<file path="config.mk">
export PLATFORM = sky130hd
export DESIGN_NAME = ttb_ctrl
export DESIGN_NICKNAME = d
export VERILOG_FILES = /design/src/ttb_pkg.sv /design/src/ttb_ctrl.sv
export SDC_FILE = /design/constraint.sdc
export NUM_CORES = 1
export LEC_CHECK = 0
export BUFFER_PORTS_ARGS = -buffer_cell sky130_fd_sc_hd__buf_2
export CAP_MARGIN = 20
export CORE_UTILIZATION = 55
export CTS_BUF_LIST = sky130_fd_sc_hd__clkbuf_8
export CTS_CLUSTER_DIAMETER = 200
export CTS_CLUSTER_SIZE = 12
export DETAILED_ROUTE_END_ITERATION = 10
export PLACE_DENSITY = 0.82
export SYNTH_ARGS = -nofsm -noshare
export SYNTH_HDL_FRONTEND = slang
export SYNTH_SLANG_ARGS = --single-unit
</file>
<file path="constraint.sdc">
create_clock -name i_clk -period 3.5 [get_ports i_clk]
set_input_delay 0.7 -clock i_clk [delete_from_list [all_inputs] [get_ports i_clk]]
set_output_delay 0.7 -clock i_clk [all_outputs]
set_load 0.05 [all_outputs]
</file>
<file path="src/ttb_pkg.sv">
// shared types and constants for the tangent/bitangent block
`default_nettype none
package ttb_pkg;
    localparam int PosW  = 32;
    localparam int TexW  = 16;
    localparam int DposW = 33;
    localparam int DtexW = 17;
    localparam int DetW  = 35;
    localparam int NumW  = 52;
    localparam int DivW  = 49;
    localparam int QW    = 32;
    localparam int QStepW = 33;

    typedef enum logic [2:0] {
        S_IDLE,
        S_DET,
        S_NUM,
        S_DIV,
        S_OUT
    } t_state;

    typedef struct packed {
        logic load0;
        logic load1;
        logic start;
        logic det_step;
        logic [2:0] num_sel;
        logic num_step;
        logic div_start;
        logic div_step;
    } t_cmd;

    typedef struct packed {
        logic degenerate;
        logic div_done;
    } t_status;

    typedef struct packed {
        logic signed [PosW-1:0] pos_x;
        logic signed [PosW-1:0] pos_y;
        logic signed [PosW-1:0] pos_z;
        logic signed [TexW-1:0] tex_u;
        logic signed [TexW-1:0] tex_v;
    } t_corner;

    typedef struct packed {
        logic signed [QW-1:0] tangent_x;
        logic signed [QW-1:0] tangent_y;
        logic signed [QW-1:0] tangent_z;
        logic signed [QW-1:0] bitangent_x;
        logic signed [QW-1:0] bitangent_y;
        logic signed [QW-1:0] bitangent_z;
        logic                 degenerate;
    } t_result;
endpackage
`default_nettype wire

</file>
<file path="src/ttb_ctrl.sv">
// controller state machine: corner count and sequencing of the datapath
`default_nettype none
module ttb_ctrl (
    input  wire logic            i_clk,
    input  wire logic            i_rst_n,
    input  wire logic            i_in_valid,
    output logic                 o_in_ready,
    output logic                 o_out_valid,
    input  wire logic            i_out_ready,
    input  wire ttb_pkg::t_status i_status,
    output ttb_pkg::t_cmd        o_cmd
);
    import ttb_pkg::*;

    t_state     r_state, n_state;
    logic [1:0] r_corner, n_corner;
    logic [2:0] r_cnt, n_cnt;

    always_ff @(posedge i_clk) begin
        if (!i_rst_n) begin
            r_state  <= S_IDLE;
            r_corner <= 2'd0;
            r_cnt    <= 3'd0;
        end else begin
            r_state  <= n_state;
            r_corner <= n_corner;
            r_cnt    <= n_cnt;
        end
    end

    always_comb begin
        n_state     = r_state;
        n_corner    = r_corner;
        n_cnt       = r_cnt;
        o_cmd       = '0;
        o_in_ready  = 1'b0;
        o_out_valid = 1'b0;
        unique case (r_state)
            S_IDLE: begin
                o_in_ready = 1'b1;
                if (i_in_valid) begin
                    if (r_corner == 2'd1) begin
                        o_cmd.load1 = 1'b1;
                        n_corner    = 2'd2;
                    end else if (r_corner == 2'd2) begin
                        o_cmd.start = 1'b1;
                        n_corner    = 2'd0;
                        n_cnt       = 3'd0;
                        n_state     = S_DET;
                    end else begin
                        o_cmd.load0 = 1'b1;
                        n_corner    = 2'd1;
                    end
                end
            end
            S_DET: begin
                // two products, one per cycle
                o_cmd.det_step = 1'b1;
                o_cmd.num_sel  = r_cnt;
                n_cnt = r_cnt + 3'd1;
                if (r_cnt == 3'd1) begin
                    n_cnt   = 3'd0;
                    n_state = S_NUM;
                end
            end
            S_NUM: begin
                if (i_status.degenerate) begin
                    n_state = S_OUT;
                end else begin
                    o_cmd.num_step = 1'b1;
                    o_cmd.num_sel  = r_cnt;
                    n_cnt = r_cnt + 3'd1;
                    if (r_cnt == 3'd5) begin
                        n_cnt   = 3'd0;
                        n_state = S_DIV;
                    end
                end
            end
            S_DIV: begin
                o_cmd.num_sel = r_cnt;
                if (i_status.div_done) begin
                    o_cmd.div_start = 1'b1;
                    n_cnt = r_cnt + 3'd1;
                    if (r_cnt == 3'd6) begin
                        n_state = S_OUT;
                    end
                end else begin
                    o_cmd.div_step = 1'b1;
                end
            end
            S_OUT: begin
                o_out_valid = 1'b1;
                if (i_out_ready) begin
                    n_state = S_IDLE;
                end
            end
            default: n_state = S_IDLE;
        endcase
    end
endmodule
`default_nettype wire

</file>
==> impl_metrics.py, run 1 <==
metrics = {
    "clocking": {
        "cts_buffer_depth": 2,
        "postCtsHoldBufs": 0,
        "clkTransAtPathRegs_ns": 0.04,
        "cts.sinks": 8,
        "post_cts_buffers": 0,
        "cts-resized-gates": 0,
        "cts_tree": "done",
        "cts_max_level": 1,
        "clock_latency_ns": 0.23,
        "cts_buffers": 3,
        "clockRootBuffer": "clkbuf_8",
    },
    "setup_path": {
        "cp.required_ns": 2.80,
        "cp-end-kind": "output pin",
        "start_kind": "flip-flop",
        "max_stage_delay_ns": 0.62,
        "regToRegStartpoint": "r_cnt[1]",
        "path_cells": "nand2_1 > o21ai_0 > and3_1 > buf_2",
        "criticalPathCategory": "flip-flop to output pin",
        "slowest_stage": "dfxtp_1",
        "reg2reg_depth": 6,
        "reg2reg_to": "r_state[1]",
        "crit_arrival_ns": 1.85,
        "ff2ff_setup_slack_ns": 1.83,
        "crit_start": "r_state[1]",
        "crit_path_end": "o_cmd[0]",
        "worstPathMaxFanout": 17,
    },
    "global_routing": {
        "grt_pass1_wl_um": 2540,
        "grt_overflow_total": 0,
        "antenna_found_initial": 0,
        "grt_pass1_vias": 604,
        "track_usage_pct": 24.9,
        "grt_max_degree": 18,
    },
    "placement": {
        "io_buffers": 17,
        "globalplace.congestion": 0.807,
        "hpwl_um": 1100,
        "place_inst": 115,
    },
    "timing": {
        "finalHoldWorstSlack_ns": 0.501,
        "tns_ns": 0,
        "drv_slew": 0,
        "rsz0062_at_grt": "no",
        "clock_skew_ns": 0.00270,
        "tightest_slew_ns": 0.499,
        "maxSlewHeadroom_pct": 66.7,
        "setup_viol": 0,
        "post-route-min-period_ns": 2.55,
        "fin_crit_sh_pct": 72.8,
        "fmax_ghz": 0.392,
        "hold_viol_final": 0,
    },
    "power": {
        "power_density_nw_per_um2": 316,
        "p_switching_mw": 0.0767,
        "switching_share_pct": 29.2,
        "internal_power_mw": 0.186,
        "power_mw": 0.263,
        "p_leak_nw": 0.382,
        "vdd.ir_drop.worst_uv": 234,
        "p_clk_share_pct": 42.2,
        "power_frac_comb_pct": 19.9,
        "p_seq_share_pct": 37.9,
    },
    "floorplanning": {
        "core-area_sq_um": 1170,
        "pin_count": 18,
        "dieArea_sq_um": 1480,
        "die_h_um": 38.5,
        "die_w_um": 38.5,
        "start_util_pct": 62.4,
        "num_rows": 12,
    },
    "route": {
        "vias": 680,
        "detail-route-antenna-nets": 0,
        "drc": 0,
        "viasPerCell": 5.76,
        "wl_per_cell_um": 13.0,
        "drt_wl_total_um": 1530,
        "drt_pass1_iterations": 4,
        "drt_iter0_drc": 8,
    },
    "logic_synthesis": {
        "syn-num-nets": 103,
        "synthesis.area_sq_um": 731,
        "ys.warnings.count": 0,
        "yosysTopAreaCellShare_pct": 21.9,
        "synth_cells": 90,
        "synth_cell_types": 39,
        "synth-seq-area-share_pct": 21.9,
        "synthTopCellsByArea": "dfxtp_1, ha_1, and3_1",
        "synth.avg_cell_area_sq_um": 8.12,
        "yosys.area.top_type": "dfxtp_1",
        "synth_seq_cells": 8,
    },
    "finish": {
        "nFillCells": 110,
        "final_cell_mix": "buf_2, nand2_1, dfxtp_1",
        "layout-drive-gt1-share_pct": 26.0,
        "fin_cells": 118,
        "nets": 119,
        "final_util_pct": 70.9,
        "synthToLayoutAreaGrowth_pct": 13.7,
        "num_antenna_cells": 0,
        "final_common_cell": "buf_2",
    },
    "run_status": {
        "status": "completed",
    },
    "job": {
        "max_cap_violations": 0,
    },
    "worst_hold_path": {
        "hold_class": "flip-flop to flip-flop",
    },
}
## worst min-delay path by stage
stage	start	end	cells past startpoint
2_1_floorplan	r_corner[1]	r_corner[1]	2
5_1_grt	r_corner[1]	r_corner[1]	2
6_report	r_corner[1]	r_corner[1]	2
3_5_place_dp	r_corner[1]	r_corner[1]	2
4_1_cts	r_corner[1]	r_corner[1]	2
3_3_place_gp	r_corner[1]	r_corner[1]	2
## routing by layer
layer	up-vias	global-route usage [%]	wire length [um]	part of all wire (%)
li1	358	-	-	-
met1	305	30.9	748	49
met2	15	41.5	716	47
met3	2	5.23	60	3.9
met4	0	10.3	4	0.26
met5	-	0	0	0
## area by class of cell
cell class	count	area [sq um]	share of cell area (%)
Multi-Input combinational cell	68	497	59.8
Sequential cell	8	160	19.3
Timing Repair Buffer	17	85.1	10.2
Clock buffer	3	41.3	4.97
Inverter	8	30.0	3.61
Tap cell	14	17.5	2.11
## metrics by stage
step	setup slack (ns)	instance area (sq um)
final	0.951	831
after global routing	0.798	831
after CTS	0.950	831
after detailed placement	0.997	790
after global placement	1.01	790
after floorplan	0.483	731
## cell families after synthesis
logic type	Yosys count	share of synthesized area [%]
AOI/OAI and AO/OA	20	24.0
adders and majority gates	7	12.0
buffers and inverters	14	10.1
DFF	8	21.9
and+or+nand+nor	41	32.0
## Yosys cell counts
library cell and count:
a2111oi_4 1, a211oi_1 1, a211oi_2 1, a21bo_1 1, a21boi_0 1, a21oi_1 4, a311oi_1 1, a31oi_1 1
and2_4 1, and3_1 6, buf_2 2, buf_4 1, buf_6 2, clkbuf_1 1, dfxtp_1 8, ha_1 7
inv_1 7, inv_2 1, nand2_1 8, nand2b_1 2, nand3_1 4, nand3b_1 2, nand4_1 1, nor2_1 3
nor2b_1 2, nor3_1 5, nor3b_1 2, nor3b_2 1, nor4_1 1, nor4b_1 1, o2111ai_1 2, o211a_2 1
o211ai_1 1, o211ai_2 1, o21a_1 1, o21ai_0 1, o22ai_1 1, o41ai_1 1, or3_1 2
## state kept, by name, indices dropped and copies added, names as in the netlist
name and count:
r_cnt 3, r_state 3, r_corner 2
## critical path, delay by kind of cell, from the launching register on
family | cells | cell delay, ns
simple gates | 2 | 0.34
compound gates | 1 | 0.40
buf+inv | 1 | 0.26
flops | 1 | 0.62
## power groups by stage
stage / sequential (mW) / combinational, mW / clock (mW)
global route: 0.100 / 0.0576 / 0.119
CTS: 0.0995 / 0.0525 / 0.115
detailed placement: 0.101 / 0.0521 / 0
finish: 0.0996 / 0.0524 / 0.111
global placement: 0.101 / 0.0515 / 0
floorplan: 0.0984 / 0.0438 / 0
No activity file was read; power rests on OpenSTA's default activity.
==> inputs of run 2 (changes only) <==
--- a/config.mk
+++ b/config.mk
@@ -5,14 +5,15 @@
 export SDC_FILE = /design/constraint.sdc
 export NUM_CORES = 1
 export LEC_CHECK = 0
+export ABC_AREA = 1
 export BUFFER_PORTS_ARGS = -buffer_cell sky130_fd_sc_hd__buf_2
 export CAP_MARGIN = 20
-export CORE_UTILIZATION = 55
+export CORE_UTILIZATION = 54
 export CTS_BUF_LIST = sky130_fd_sc_hd__clkbuf_8
 export CTS_CLUSTER_DIAMETER = 200
 export CTS_CLUSTER_SIZE = 12
 export DETAILED_ROUTE_END_ITERATION = 10
-export PLACE_DENSITY = 0.82
+export PLACE_DENSITY = 0.8
 export SYNTH_ARGS = -nofsm -noshare
 export SYNTH_HDL_FRONTEND = slang
 export SYNTH_SLANG_ARGS = --single-unit
==> constraint.sdc (replaced) <==
create_clock -name i_clk -period 2.4 [get_ports i_clk]
set_input_delay 0.48 -clock i_clk [delete_from_list [all_inputs] [get_ports i_clk]]
set_output_delay 0.48 -clock i_clk [all_outputs]
set_load 0.05 [all_outputs]
==> run 2 against run 1 <==
Cell count grew 40%. Clock skew grew 0.0042 ns. Clock power up 49%. Count of clock-buffer cells in the layout did not move. Routed wire length up 13%. First-iteration DRC count rose to 2.8 times the previous value. Sequential share of layout area is 1.7 points lower. Sequential power increased by 140%. Critical path depth up 4. Critical endpoint is now o_cmd[4]. Highest routed layer unchanged.
==> impl_metrics.py, run 2 <==
metrics = {
    "run_status": {
        "status": "completed",
    },
    "floorplanning": {
        "start_util_pct": 58.7,
        "dieArea_sq_um": 1570,
        "die_h_um": 39.6,
        "die_w_um": 39.6,
        "pin_count": 18,
        "num_rows": 13,
        "core-area_sq_um": 1300,
    },
    "finish": {
        "nFillCells": 120,
        "fin_cells": 165,
        "nets": 165,
        "num_antenna_cells": 0,
        "top_regs": "r_cnt: 3 flops, r_state: 3 flops, r_corner: 2 flops",
        "ff_latch_area_sq_um": 160,
        "synthToLayoutAreaGrowth_pct": 19.3,
        "fin_area_sq_um": 912,
        "layout-drive-gt1-share_pct": 26.0,
        "final_common_cell": "nand2_1",
        "final_cell_mix": "nand2_1, inv_1, nor2_1",
        "multi_input_area_sq_um": 502,
    },
    "placement": {
        "dpl-instance-area_sq_um": 871,
        "hpwl_um": 1290,
        "globalplace.congestion": 0.783,
        "place_inst": 162,
        "io_buffers": 17,
    },
    "logic_synthesis": {
        "synth_mux_area_share_pct": 0,
        "synth_cells": 130,
        "synthTopCellsByArea": "dfxtp_1, nand2_1, ha_1",
        "synth.avg_cell_area_sq_um": 5.88,
        "synth_top_family_by_area": "simple AND/OR/NAND/NOR gates",
        "synth-seq-area-share_pct": 20.9,
        "yosysTopAreaCellShare_pct": 20.9,
        "ys.warnings.count": 0,
        "yosys.area_share.adder_pct": 11.5,
        "yosys.area.top_type": "dfxtp_1",
        "ys.flop_type": "dfxtp_1",
        "syn-num-nets": 143,
        "yosysMostFrequentCell": "nand2_1",
        "synth-simple-area-share_pct": 44.4,
        "synthesis.area_sq_um": 764,
        "synth_seq_cells": 8,
        "synth_xor_area_share_pct": 0,
        "synth_cell_types": 17,
        "synth_edf_count": 0,
        "synth-compound-area-share_pct": 9.49,
        "synth_top_cells_by_count": "nand2_1, inv_1, nor2_1, a21oi_1, dfxtp_1",
        "synthArstFlopShare_pct": 0,
    },
    "route": {
        "drt_wl_total_um": 1730,
        "vias": 799,
        "drc": 0,
        "detail-route-antenna-nets": 0,
        "drt_iter0_drc": 22,
        "viasPerCell": 4.84,
        "drt_pass1_iterations": 5,
        "wl_per_cell_um": 10.5,
    },
    "clocking": {
        "clkTransAtPathRegs_ns": 0.05,
        "postCtsHoldBufs": 0,
        "cts_buffers": 3,
        "cts-resized-gates": 0,
        "clock_latency_ns": 0.23,
        "cts_tree": "done",
        "cts_max_level": 1,
        "post_cts_buffers": 0,
        "clockRootBuffer": "clkbuf_8",
        "cts_buffer_depth": 2,
        "cts.sinks": 8,
    },
    "timing": {
        "drv_slew": 0,
        "fin_crit_sh_pct": 87.1,
        "fmax_ghz": 0.479,
        "tns_ns": 0,
        "clock_skew_ns": 0.00694,
        "finalHoldWorstSlack_ns": 0.483,
        "tightest_slew_ns": 0.325,
        "hold_viol_final": 0,
        "setup_viol": 0,
        "post-route-min-period_ns": 2.09,
        "maxSlewHeadroom_pct": 78.3,
        "rsz0062_at_grt": "no",
    },
    "setup_path": {
        "slowest_stage": "dfxtp_1",
        "cp.required_ns": 1.92,
        "max_stage_delay_ns": 0.40,
        "crit_family": "simple AND/OR/NAND/NOR gates",
        "worstPathMaxFanout": 7,
        "crit_arrival_ns": 1.61,
        "cp-end-kind": "output pin",
        "path_cells": "nor2_1 > nand2_1 > nor2_2 > inv_1 > nand2_1 > inv_1 > nor2_1 > buf_2",
        "path_buf_inv": 3,
        "start_kind": "flip-flop",
        "criticalPathCategory": "flip-flop to output pin",
    },
    "worst_hold_path": {
        "hold_class": "flip-flop to flip-flop",
    },
    "global_routing": {
        "grt_max_degree": 9,
        "grt_pass1_vias": 648,
        "antenna_found_initial": 0,
        "track_usage_pct": 25.5,
        "grt_pass1_wl_um": 2600,
        "grt_overflow_total": 0,
    },
    "power": {
        "power_density_nw_per_um2": 1270,
        "vdd.ir_drop.worst_uv": 752,
        "p_leak_nw": 0.520,
    },
    "job": {
        "max_cap_violations": 0,
    },
}
[run 2: cell count changes after synthesis, sizes merged, moves of 3 or more]
cell and change:
a21oi +5, nor3b -3, inv +20, nand2 +27, nor2 +25, nand3 +5
o21ai +3, buf -5, nor3 -4, and3 -6
[run 2: cells by family after synthesis]
family                   count (synthesis)
AND/OR/NAND/NOR                         73
buffers and inverters                   28
flip-flops                               8
AO/OA/AOI/OAI                           14
adder cells (fa/ha/maj)                  7
[run 2: area by class of cell]
class	count	share of cell area (%)
inverters	28	11.5
repair buffers	17	9.33
clock buffers	3	4.53
well taps	15	2.06
flip-flops and latches	8	17.6
multi-input cells	94	55.0
[run 2: final timing paths]
path	start	endpoint	cells after the start	slack (ns)
setup / recovery	r_state[2]	o_cmd[4]	8	0.31
hold / removal	r_corner[0]	r_corner[0]	2	0.48
setup reg to reg	r_cnt[1]	r_state[1]	10	1.01
hold reg to reg	r_corner[0]	r_corner[0]	2	0.48
[run 2: metal layers]
layer	track usage (%)	wire length (um)	vias up
met5	0	0	-
met4	10.3	20	0
met2	46.3	855	13
li1	-	-	431
met3	5.11	57	4
met1	28.2	800	351
[run 2: metrics by stage]
step	total power [mW]	setup WS, ns	utilization (%)
5_1_grt	1.26	0.177	70.1
4_1_cts	1.16	0.325	70.1
3_3_place_gp	0.968	0.614	66.9
3_5_place_dp	0.979	0.609	66.9
2_1_floorplan	0.844	-0.0255	-
6_report	1.16	0.310	70.1
[run 2: worst reg2reg max path, cell delays in order (launching register included)]
cell and delay [ns]:
dfxtp_1 0.39, inv_1 0.10, ha_1 0.20, nand2_1 0.09
nand2_1 0.05, nor2_1 0.17, nor2_4 0.08, nand2_2 0.07
nand2_1 0.05, nand2_1 0.05, nor2_1 0.05
[run 2: power breakdown]
group | switching, mW | internal, mW
Sequential | 0.0634 | 0.174
Combinational | 0.531 | 0.224
Clock | 0.0564 | 0.109
Total | 0.651 | 0.506
